`src/sv/hix_pkg.sv`:
```
package hix_pkg;

  localparam int MAX_ORDER = 16;

  localparam int ORDER_W = 5;
  localparam int CELL_W  = 16;
  localparam int IDX_W   = 32;
  localparam int POS_W   = 32;
  localparam int COORD_W = MAX_ORDER;
  localparam int CFG_W   = CELL_W;
  localparam int CFG_IDX_W = 1;

  // levels 1 .. MAX_ORDER-1, four per pipeline stage
  localparam int LVL_PER_STAGE  = 4;
  localparam int NUM_LVL_STAGES = (MAX_ORDER - 1 + LVL_PER_STAGE - 1) / LVL_PER_STAGE;
  localparam int STAGE_W        = (NUM_LVL_STAGES > 1) ? $clog2(NUM_LVL_STAGES) : 1;
  localparam int LVL_W          = $clog2(NUM_LVL_STAGES * LVL_PER_STAGE + 1);

  localparam logic [CFG_IDX_W-1:0] REG_CURVE_ORDER = 1'd0;
  localparam logic [CFG_IDX_W-1:0] REG_CELL_SIZE   = 1'd1;

  localparam logic [1:0] OP_SWAP = 2'd0;
  localparam logic [1:0] OP_UP   = 2'd1;
  localparam logic [1:0] OP_DIAG = 2'd2;
  localparam logic [1:0] OP_FLIP = 2'd3;

  localparam logic [ORDER_W-1:0] ORDER_RESET = 5'd1;
  localparam logic [CELL_W-1:0]  CELL_RESET  = 16'd1;

  typedef struct packed {
    logic [COORD_W-1:0] x;
    logic [COORD_W-1:0] y;
  } coord_pair_t;

  typedef struct packed {
    logic [IDX_W-1:0] idx;   // index bits not yet consumed, next level in [1:0]
    coord_pair_t      pt;
  } pipe_t;

  function automatic logic [ORDER_W-1:0] clamp_order(logic [ORDER_W-1:0] o);
    logic [ORDER_W-1:0] r;
    r = o;
    if (o > ORDER_W'(MAX_ORDER)) r = ORDER_W'(MAX_ORDER);
    if (o == '0) r = ORDER_W'(1);
    return r;
  endfunction

  function automatic coord_pair_t base_point(logic [1:0] sel);
    coord_pair_t r;
    r = '0;
    case (sel)
      2'd0: begin r.x = COORD_W'(0); r.y = COORD_W'(0); end
      2'd1: begin r.x = COORD_W'(0); r.y = COORD_W'(1); end
      2'd2: begin r.x = COORD_W'(1); r.y = COORD_W'(1); end
      2'd3: begin r.x = COORD_W'(1); r.y = COORD_W'(0); end
      default: r = '0;
    endcase
    return r;
  endfunction

  // Coordinates entering level lvl are below h, so adding h is setting bit lvl
  // and h-1-v is the low lvl bits of ~v.
  function automatic coord_pair_t apply_level(coord_pair_t p, logic [1:0] op,
                                              logic [LVL_W-1:0] lvl);
    logic [COORD_W-1:0] h;
    logic [COORD_W-1:0] m;
    coord_pair_t        r;
    h = COORD_W'(1) << lvl;
    m = h - COORD_W'(1);
    r = p;
    case (op)
      OP_SWAP: begin r.x = p.y; r.y = p.x; end
      OP_UP:   begin r.y = p.y | h; end
      OP_DIAG: begin r.x = p.x | h; r.y = p.y | h; end
      OP_FLIP: begin r.x = (m & ~p.y) | h; r.y = m & ~p.x; end
      default: r = p;
    endcase
    return r;
  endfunction

endpackage

```
`src/sv/hix_if.sv`:
```
interface hix_idx_if;
  logic                         valid;
  logic                         ready;
  logic [hix_pkg::IDX_W-1:0]    hilbert_index;

  modport source (output valid, output hilbert_index, input ready);
  modport sink   (input valid, input hilbert_index, output ready);
endinterface

interface hix_pt_if;
  logic                         valid;
  logic                         ready;
  logic [hix_pkg::POS_W-1:0]    x_pos;
  logic [hix_pkg::POS_W-1:0]    y_pos;

  modport source (output valid, output x_pos, output y_pos, input ready);
  modport sink   (input valid, input x_pos, input y_pos, output ready);
endinterface

```
`src/sv/hix_base_stage.sv`:
```
module hix_base_stage (
  input  logic           clk,
  input  logic           rst,
  hix_idx_if.sink        index_ch,
  output logic           dn_valid,
  input  logic           dn_ready,
  output hix_pkg::pipe_t dn_data
);

  logic           valid;
  hix_pkg::pipe_t data;

  assign index_ch.ready = !valid || dn_ready;

  always_ff @(posedge clk) begin
    if (rst) begin
      valid <= 1'b0;
    end else if (index_ch.ready) begin
      valid <= index_ch.valid;
    end
  end

  always_ff @(posedge clk) begin
    if (index_ch.valid && index_ch.ready) begin
      data.pt  <= hix_pkg::base_point(index_ch.hilbert_index[1:0]);
      data.idx <= index_ch.hilbert_index >> 2;
    end
  end

  assign dn_valid = valid;
  assign dn_data  = data;

endmodule

```
`src/sv/hix_level_stage.sv`:
```
module hix_level_stage (
  input  logic                          clk,
  input  logic                          rst,
  input  logic [hix_pkg::STAGE_W-1:0]   stage_num,
  input  logic [hix_pkg::ORDER_W-1:0]   order_eff,
  input  logic                          up_valid,
  output logic                          up_ready,
  input  hix_pkg::pipe_t                up_data,
  output logic                          dn_valid,
  input  logic                          dn_ready,
  output hix_pkg::pipe_t                dn_data
);

  logic           valid;
  hix_pkg::pipe_t data;
  hix_pkg::pipe_t data_next;

  always_comb begin
    logic [hix_pkg::LVL_W-1:0] lvl;
    data_next = up_data;
    for (int k = 0; k < hix_pkg::LVL_PER_STAGE; k++) begin
      lvl = hix_pkg::LVL_W'(stage_num) * hix_pkg::LVL_W'(hix_pkg::LVL_PER_STAGE)
            + hix_pkg::LVL_W'(k + 1);
      if (lvl < order_eff) begin
        data_next.pt = hix_pkg::apply_level(data_next.pt, data_next.idx[1:0], lvl);
      end
      data_next.idx = data_next.idx >> 2;
    end
  end

  assign up_ready = !valid || dn_ready;

  always_ff @(posedge clk) begin
    if (rst) begin
      valid <= 1'b0;
    end else if (up_ready) begin
      valid <= up_valid;
    end
  end

  always_ff @(posedge clk) begin
    if (up_valid && up_ready) begin
      data <= data_next;
    end
  end

  assign dn_valid = valid;
  assign dn_data  = data;

endmodule

```
`src/sv/hix_scale_stage.sv`:
```
module hix_scale_stage (
  input  logic                        clk,
  input  logic                        rst,
  input  logic [hix_pkg::CELL_W-1:0]  cell_size,
  input  logic                        up_valid,
  output logic                        up_ready,
  input  hix_pkg::pipe_t              up_data,
  hix_pt_if.source                    point_ch
);

  logic                       valid;
  logic [hix_pkg::POS_W-1:0]  x_pos;
  logic [hix_pkg::POS_W-1:0]  y_pos;

  assign up_ready = !valid || point_ch.ready;

  always_ff @(posedge clk) begin
    if (rst) begin
      valid <= 1'b0;
    end else if (up_ready) begin
      valid <= up_valid;
    end
  end

  // 16x16 products, always fit in 32 bits
  always_ff @(posedge clk) begin
    if (up_valid && up_ready) begin
      x_pos <= hix_pkg::POS_W'(up_data.pt.x) * hix_pkg::POS_W'(cell_size);
      y_pos <= hix_pkg::POS_W'(up_data.pt.y) * hix_pkg::POS_W'(cell_size);
    end
  end

  assign point_ch.valid = valid;
  assign point_ch.x_pos = x_pos;
  assign point_ch.y_pos = y_pos;

endmodule

```
`src/sv/hilbert_index_to_xy.sv`:
```
// Hilbert index to (x, y) times cell size, six register stages.
// Throughput: one item per cycle while results are taken; ready chains back through the stages,
// so empty stages fill while the output register holds a result.
// Reset (rst, synchronous): all stages empty, curve_order = 1, cell_size = 1.
module hilbert_index_to_xy (
  input  logic                            clk,
  input  logic                            rst,
  input  logic                            cfg_we,
  input  logic [hix_pkg::CFG_IDX_W-1:0]   cfg_index,
  input  logic [hix_pkg::CFG_W-1:0]       cfg_data,
  hix_idx_if.sink                         index_ch,
  hix_pt_if.source                        point_ch
);

  logic [hix_pkg::ORDER_W-1:0] curve_order;
  logic [hix_pkg::CELL_W-1:0]  cell_size;
  logic [hix_pkg::ORDER_W-1:0] order_eff;

  always_ff @(posedge clk) begin
    if (rst) begin
      curve_order <= hix_pkg::ORDER_RESET;
      cell_size   <= hix_pkg::CELL_RESET;
    end else if (cfg_we) begin
      case (cfg_index)
        hix_pkg::REG_CURVE_ORDER: curve_order <= cfg_data[hix_pkg::ORDER_W-1:0];
        hix_pkg::REG_CELL_SIZE:   cell_size   <= cfg_data[hix_pkg::CELL_W-1:0];
        default: ;
      endcase
    end
  end

  assign order_eff = hix_pkg::clamp_order(curve_order);

  logic           st_valid [hix_pkg::NUM_LVL_STAGES+1];
  logic           st_ready [hix_pkg::NUM_LVL_STAGES+1];
  hix_pkg::pipe_t st_data  [hix_pkg::NUM_LVL_STAGES+1];

  hix_base_stage u_base (
    .clk      (clk),
    .rst      (rst),
    .index_ch (index_ch),
    .dn_valid (st_valid[0]),
    .dn_ready (st_ready[0]),
    .dn_data  (st_data[0])
  );

  for (genvar s = 0; s < hix_pkg::NUM_LVL_STAGES; s++) begin : g_lvl
    hix_level_stage u_lvl (
      .clk       (clk),
      .rst       (rst),
      .stage_num (hix_pkg::STAGE_W'(s)),
      .order_eff (order_eff),
      .up_valid  (st_valid[s]),
      .up_ready  (st_ready[s]),
      .up_data   (st_data[s]),
      .dn_valid  (st_valid[s+1]),
      .dn_ready  (st_ready[s+1]),
      .dn_data   (st_data[s+1])
    );
  end

  hix_scale_stage u_scale (
    .clk       (clk),
    .rst       (rst),
    .cell_size (cell_size),
    .up_valid  (st_valid[hix_pkg::NUM_LVL_STAGES]),
    .up_ready  (st_ready[hix_pkg::NUM_LVL_STAGES]),
    .up_data   (st_data[hix_pkg::NUM_LVL_STAGES]),
    .point_ch  (point_ch)
  );

  // pipeline comes out of reset empty
  a_reset_empty: assert property (@(posedge clk)
    $past(rst) |-> !point_ch.valid)
    else $error("result valid right after reset");

  // with the output register empty every stage can move, so input is open
  a_ready_when_drained: assert property (@(posedge clk) disable iff (rst)
    !point_ch.valid |-> index_ch.ready)
    else $error("input stalled while output register empty");

  // after all levels the grid point lies inside the 2^order square
  a_coord_range: assert property (@(posedge clk) disable iff (rst)
    st_valid[hix_pkg::NUM_LVL_STAGES] |->
      ((st_data[hix_pkg::NUM_LVL_STAGES].pt.x >> order_eff) == '0) &&
      ((st_data[hix_pkg::NUM_LVL_STAGES].pt.y >> order_eff) == '0))
    else $error("grid point outside curve square");

endmodule

```
`src/flat_wrapper.sv`:
```
// flat-port wrapper written by rule: the top's interface ports become plain ports
module hilbert_index_to_xy_flat 
  (clk, rst, cfg_we, cfg_index, cfg_data, index_ch_valid, index_ch_hilbert_index, index_ch_ready, point_ch_valid, point_ch_x_pos, point_ch_y_pos, point_ch_ready);
  hix_idx_if index_ch_i ();
  hix_pt_if point_ch_i ();
  input  logic clk;
  input  logic rst;
  input  logic cfg_we;
  input  logic [hix_pkg::CFG_IDX_W-1:0] cfg_index;
  input  logic [hix_pkg::CFG_W-1:0] cfg_data;
  input wire logic [$bits(index_ch_i.valid)-1:0] index_ch_valid;
  input wire logic [$bits(index_ch_i.hilbert_index)-1:0] index_ch_hilbert_index;
  output wire logic [$bits(index_ch_i.ready)-1:0] index_ch_ready;
  output wire logic [$bits(point_ch_i.valid)-1:0] point_ch_valid;
  output wire logic [$bits(point_ch_i.x_pos)-1:0] point_ch_x_pos;
  output wire logic [$bits(point_ch_i.y_pos)-1:0] point_ch_y_pos;
  input wire logic [$bits(point_ch_i.ready)-1:0] point_ch_ready;
  assign index_ch_i.valid = index_ch_valid;
  assign index_ch_i.hilbert_index = index_ch_hilbert_index;
  assign index_ch_ready = index_ch_i.ready;
  assign point_ch_valid = point_ch_i.valid;
  assign point_ch_x_pos = point_ch_i.x_pos;
  assign point_ch_y_pos = point_ch_i.y_pos;
  assign point_ch_i.ready = point_ch_ready;
  hilbert_index_to_xy u_core (.clk(clk), .rst(rst), .cfg_we(cfg_we), .cfg_index(cfg_index), .cfg_data(cfg_data), .index_ch(index_ch_i), .point_ch(point_ch_i));
endmodule
```
`config.mk`:
```
export PLATFORM = sky130hd
export DESIGN_NAME = hilbert_index_to_xy_flat
export DESIGN_NICKNAME = d
export VERILOG_FILES = /design/src/sv/hix_pkg.sv /design/src/sv/hix_if.sv /design/src/sv/hix_base_stage.sv /design/src/sv/hix_level_stage.sv /design/src/sv/hix_scale_stage.sv /design/src/sv/hilbert_index_to_xy.sv /design/src/flat_wrapper.sv
export SDC_FILE = /design/constraint.sdc
export NUM_CORES = 2
export LEC_CHECK = 0
export ABC_AREA = 1
export BUFFER_PORTS_ARGS = -buffer_cell sky130_fd_sc_hd__buf_2
export CORE_ASPECT_RATIO = 2
export CORE_MARGIN = 1.5
export CORE_UTILIZATION = 40
export CTS_CLUSTER_SIZE = 20
export DETAILED_ROUTE_END_ITERATION = 12
export PLACE_DENSITY = 0.55
export SYNTH_ARGS = -nofsm -noshare
export SYNTH_HDL_FRONTEND = slang
export SYNTH_SLANG_ARGS = --single-unit
export TNS_END_PERCENT = 10
```
`constraint.sdc`:
```
create_clock -name clk -period 8.3 [get_ports clk]
set_input_delay 0.415 -clock clk [delete_from_list [all_inputs] [get_ports clk]]
set_output_delay 0.415 -clock clk [all_outputs]
set_load 0.02 [all_outputs]
```
# --- Yosys cells after proc, flatten, opt, wreduce, memory -nomap -nowiden ---
# Index checks and enable logic that the tools add are counted.
# Widths: inputs -> output; s select.
classes:
  mux: 49
  multipliers: 2
  eq_ne: 48
  order_cmp: 17
  n_reduce_logical: 52
  n_bitwise: 31
op_table:
  columns: ["operator", "count"]
  rows:
  - ["$pmux 16 s3", 30]
  - ["$mux 32", 16]
  - ["$pmux 32 s4", 1]
  - ["$eq 2x2->1 const B", 32]
  - ["$mul 16x16->32", 2]
  - ["$lt 4x5->1 const A", 8]
  - ["$eq 2x1->1 const B", 16]
  - ["$logic_not 2->1", 16]
  - ["$not 15->15", 2]
  - ["$reduce_or 2->1", 15]
  - ["$not 14->14", 2]
  - ["$not 13->13", 2]
  - ["$not 12->12", 2]
  - ["$not 11->11", 2]
  - ["$lt 3x5->1 const A", 4]
  - ["$not 10->10", 2]
  - ["$not 9->9", 2]
  - ["$not 8->8", 2]
  - ["$not 7->7", 2]
  - ["$not 6->6", 2]
  - ["$lt 2x5->1 const A", 2]
  - ["$mux 5", 2]
  - ["$not 5->5", 2]
  - ["$not 4->4", 2]
  - ["11 further kinds", 31]
word_totals:
  register_bits: 323
  input_bits: 54
  word_cells: 223

# --- Depth between registers and ports, before layout ---
depth:
  ltp_word: 14
  mapped_depth: 29

# --- Cells and area by module ---
# Synthesis repeated with hierarchy kept, for this count alone.
hier_totals:
  cells_unflattened: 7427
  area_unflattened_um2: 49652.6
modules_own_cells:
  columns: ["mod", "cells_each", "area_per_inst_um2", "seq_area_each_um2", "instances"]
  rows:
  - ["hix_scale_stage", 2796, 20801.2, 1941.9, 1]
  - ["hix_level_stage at u_core.g_lvl[0].u_lvl ...", 1108, 6702.7, 1701.6, 3]
  - ["hix_level_stage at u_core.g_lvl[1].u_lvl", 1119, 6610.1, 1701.6, 1]
  - ["hix_base_stage", 76, 1291.2, 980.9, 1]
  - ["hilbert_index_to_xy", 112, 842.1, 420.4, 1]

# --- Worst setup path after synthesis ---
# Ideal clock, no wire load.
synth_timing:
  path_kind: "flip-flop to flip-flop"
  start: "reg u_core.g_lvl[3].u_lvl.data (netlist bit u_core.g_lvl[3].u_lvl.dn_data[10])"
  end: "reg u_core.u_scale.y_pos (netlist bit u_core.u_scale.point_ch.y_pos[29]) (data pin)"
  t_arrival_ns: 5.430
  stages_incl_launch_ff: 26
  path_slack_ns: 2.611
  n_path_buf: 2
  synth_period_minus_slack_ns: 5.689
  path_cell_list: "edfxtp_1 clkbuf_1 clkbuf_1 nand2_1 fa_1 fa_1 inv_1 fa_1 inv_1 fa_1 inv_1 fa_1 fa_1 ha_1 nand2_1 inv_1 a21oi_1 nand2_1 nand2_1 nand3_1 nand2_1 o211ai_1 a21oi_1 o21ai_0 nand2_1 nand2_1"
synth_via:
  elab_chain_len: 1
synth_rtl:
  columns: ["element", "line", "source"]
  rows:
  - ["start, declared", "hix_level_stage.sv:15", "hix_pkg::pipe_t data;"]
  - ["start signal, assigned", "hix_level_stage.sv:43", "data <= data_next;"]
  - ["$mul 16x16->32", "hix_scale_stage.sv:29", "y_pos <= hix_pkg::POS_W'(up_data.pt.y) * hix_pkg::POS_W'(cell_size);"]
  - ["end signal, assigned", "hix_scale_stage.sv:29", null]
  - ["end, declared", "hix_scale_stage.sv:13", "logic [hix_pkg::POS_W-1:0] y_pos;"]
# Every way passes these cells.
# A chain may end at the register's enable or synchronous reset.

# --- Worst setup path after layout ---
layout_timing:
  start: "reg u_core.cell_size[10] (netlist bit)"
  end: "reg u_core.u_scale.x_pos (netlist bit u_core.u_scale.point_ch.x_pos[28]) (data pin)"
layout_via:
  elab_chain_len: 1
layout_rtl:
  columns: ["element", "line", "source"]
  rows:
  - ["start, declared", "hilbert_index_to_xy.sv:16", "logic [hix_pkg::CELL_W-1:0] cell_size;"]
  - ["start signal, assigned", "hilbert_index_to_xy.sv:22", "cell_size <= hix_pkg::CELL_RESET;"]
  - ["start signal, assigned", "hilbert_index_to_xy.sv:26", "hix_pkg::REG_CELL_SIZE: cell_size <= cfg_data[hix_pkg::CELL_W-1:0];"]
  - ["$mul 16x16->32", "hix_scale_stage.sv:28", "x_pos <= hix_pkg::POS_W'(up_data.pt.x) * hix_pkg::POS_W'(cell_size);"]
  - ["end signal, assigned", "hix_scale_stage.sv:28", null]
  - ["end, declared", "hix_scale_stage.sv:12", "logic [hix_pkg::POS_W-1:0] x_pos;"]
# Every way passes these cells.

==> results.yml <==
sta:
  fin_setup_tns_ns: 0
  fin_ws_ns: 1.68
  setup_viol: 0
  hold_viol: 0
  clock.fmax_mhz: 151
  finalClockSkew_ns: 0.0135
  rsz0062_at_grt: "false"
  slew_headroom_pct: 19.1
  worstMarginPinSlew_ns: 1.21
  hold_ws_ns: 0.0492
  fin_crit_ns: 6.62
  fin_crit_sh_pct: 79.8
  maxSlewViolCount: 0
clock_tree:
  clockBufferDepth: 3
  clk_latency_ns: 0.63
  cts_resized: 0
  cts_tree: "built"
  clockRootBuffer: "clkbuf_16"
  cts.sinks: 251
  cts_made_buffers: 27
  htree_levels: 1
  path_clk_slew_ns: 0.07
run_status:
  status: "finished clean"
cells_and_area:
  layout-drive-gt1-share_pct: 5.31
  final_cells: 5416
  fin_nets: 5058
  area_growth_pct: 7.76
  post-route-util_pct: 43.6
  num_antenna_cells: 0
yosys:
  synth_ff_type: "edfxtp_1"
  synth_top_area_share_pct: 23.6
  synth_seq_cells: 251
  ys_top_cells_by_area: "fa_1, edfxtp_1, nand2_1"
  ys_seq_area_share_pct: 22.0
  syn_area_sq_um: 33000
  synth_top_cell_by_area: "fa_1"
  syn_inst: 4340
  yosysWarnings: 0
  ys_async_sr_fraction_pct: 0
  ys_types: 48
  ys_top_cells_by_count: "nand2_1, inv_1, fa_1"
  syn_avg_cell_area_sq_um: 7.60
  synth_edf_count: 224
  synth_fp_nets: 5053
  synth.most_common_cell: "nand2_1"
route:
  dr.first_iter.drc_count: 1224
  first_pass_iters: 8
  drt-vias-per-instance: 5.07
  drt_wl_total_mm: 97.5
  ant_nets: 0
  drc: 0
  wl_per_cell_microns: 18.0
  vias: 27500
worst_setup_path:
  critPathRequiredTime_ns: 8.68
  timing.rr.start: "u_core.cell_size[10]"
  rr_endpoint: "u_core.u_scale.point_ch.x_pos[28]"
  rrSetupSlack_ns: 1.68
  r2r_cells: 20
  critPathLaunch: "u_core.cell_size[10]"
  worst-setup-path-type: "flop to flop"
  setup.worst_path.end: "u_core.u_scale.point_ch.x_pos[28]"
  crit_chain: "buf_4, nand2_1, fa_1, inv_1, fa_1, fa_1, fa_1, fa_1, inv_1, fa_1, inv_1, ha_1, nand2_1, nor4_1, nand2_1, o211ai_1, nand3_1, nand2_1, a21oi_1, xnor2_1"
  crit_path_end_kind: "flop"
  worst_path_largest_cell_delay_ns: 0.84
  critical-path-slowest-cell: "dfxtp_1"
  startpoint_type: "flop"
  cp_data_arrival_time_ns: 7.00
  cp_max_fo: 20
  cp_common_cell: "fa_1"
power_and_ir_drop:
  ir_drop_mv: 0.161
  power.leakage_nw: 19.0
  powerDensity_nw_per_um2: 172
grt:
  grt_pass1_vias: 28900
  grt_overflow: 0
  grt_start_max_net_pins: 49
  antenna_found_initial: 4
  grt_first_pass_wirelength_mm: 154
  grt_use_total_pct: 23.6
place:
  place_inst: 5336
  hpwlAfterDp_mm: 80.5
  gp_congestion: 0.948
  pre_cts_ws_ns: 1.61
  port_buffers: 119
floorplan:
  start_util_pct: 40.5
  core_sq_um: 81500
  io_pins: 120
  die_y_microns: 409
  dieArea_sq_um: 84200
  die_w_microns: 206
  rows: 148
worst_hold_path:
  hold_class: "input port to flop"
run:
  cap_violations: 0
## layer usage
metal	wire, microns	global-route usage (%)
met1	32000	21.9
met2	56300	48.2
met3	3100	2.22
met4	6000	13.2
met5	46	0
## what timing repair did
| action | in CTS | in global routing |
|---|---|---|
| endpoints found under the hold margin | 30 | 0 |
| hold buffers | 30 | 0 |
| buffers inserted | 0 | 0 |
## worst max-delay path, delay by kind of cell (launching register included)
kind	cells	cell delay, ns
adder cells (fa/ha/maj)	7	3.32
AND/OR/NAND/NOR	6	1.09
flip-flops	1	0.84
buffers and inverters	4	0.51
AO/OA/AOI/OAI	2	0.49
XOR/XNOR	1	0.12
## kinds of logic after synthesis
logic type | Yosys count | synth area share (%)
compound gates | 451 | 7.73
xor+xnor | 59 | 1.57
fa+ha+maj | 659 | 33.9
buf+inv | 1136 | 13.0
flops | 251 | 22.0
simple gates | 1784 | 21.8
## state kept, by name (all words and copies together) (netlist names)
register	cells
u_core.g_lvl.u_lvl.dn_data	128
u_core.u_base.dn_data	32
u_core.u_scale.point_ch.x_pos	32
u_core.u_scale.point_ch.y_pos	32
u_core.cell_size	16
u_core.curve_order	5
u_core.g_lvl.u_lvl.dn_valid	4
u_core.u_base.dn_valid	1
u_core.u_scale.point_ch.valid	1
## area by class of cell
cell class,instances,area (sq um)
Fill cell,8398,46000
Clock buffer,29,683
Clock inverter,21,208
Sequential cell,251,7270
Multi-Input combinational cell,2953,21400
Tap cell,1050,1310
Timing Repair Buffer,182,1140
Inverter,930,3490
## worst min path at each step
stage	from	end	depth (start not counted)
after floorplan	u_core.u_base.dn_data[40]	u_core.g_lvl[0].u_lvl.dn_data[32]	0
after global placement	u_core.u_base.dn_data[45]	u_core.g_lvl[0].u_lvl.dn_data[37]	0
after detailed placement	u_core.u_base.dn_data[56]	u_core.g_lvl[0].u_lvl.dn_data[48]	0
after CTS	cfg_data[0]	u_core.cell_size[0]	3
after global routing	index_ch_valid	u_core.u_base.dn_valid	3
final	cfg_data[8]	u_core.cell_size[8]	3
## report_power, final
part | switching [mW] | internal (mW) | leakage (nW)
sequential | 0.0721 | 1.56 | 2.30
combinational | 2.06 | 1.15 | 16.2
clock | 0.593 | 0.674 | 0.430
total | 2.73 | 3.38 | 19.0
## cell usage in the layout, fill, tap and decap left out, drive strengths merged, types with 2 or more instances in the layout
master / n
nand3: 247
inv: 928
clkinv: 17
clkinvlp: 4
o2111ai: 3
nand4: 25
o31ai: 2
a21boi: 3
dfxtp: 27
a21oi: 125
xor2: 40
o211ai: 57
buf: 152
nor3: 7
dlygate4sd3: 30
xnor2: 19
o21a: 13
edfxtp: 224
a21o: 5
o21bai: 3
a31oi: 7
nand2: 1345
ha: 271
o21ai: 213
bufinv: 2
a22oi: 5
fa: 388
or2: 6
a221oi: 2
o221ai: 2
o22ai: 8
clkbuf: 29
nor4: 6
nor2: 145
## through the flow
| stage | instance area (sq um) | total power [mW] |
|---|---|---|
| floorplan | 33000 | 3.96 |
| global placement | 34300 | 4.87 |
| detailed placement | 34300 | 4.87 |
| CTS | 35500 | 6.20 |
| global route | 35500 | 6.65 |
| finish | 35500 | 6.11 |
Note: power is estimated with default switching activity, not from simulation.
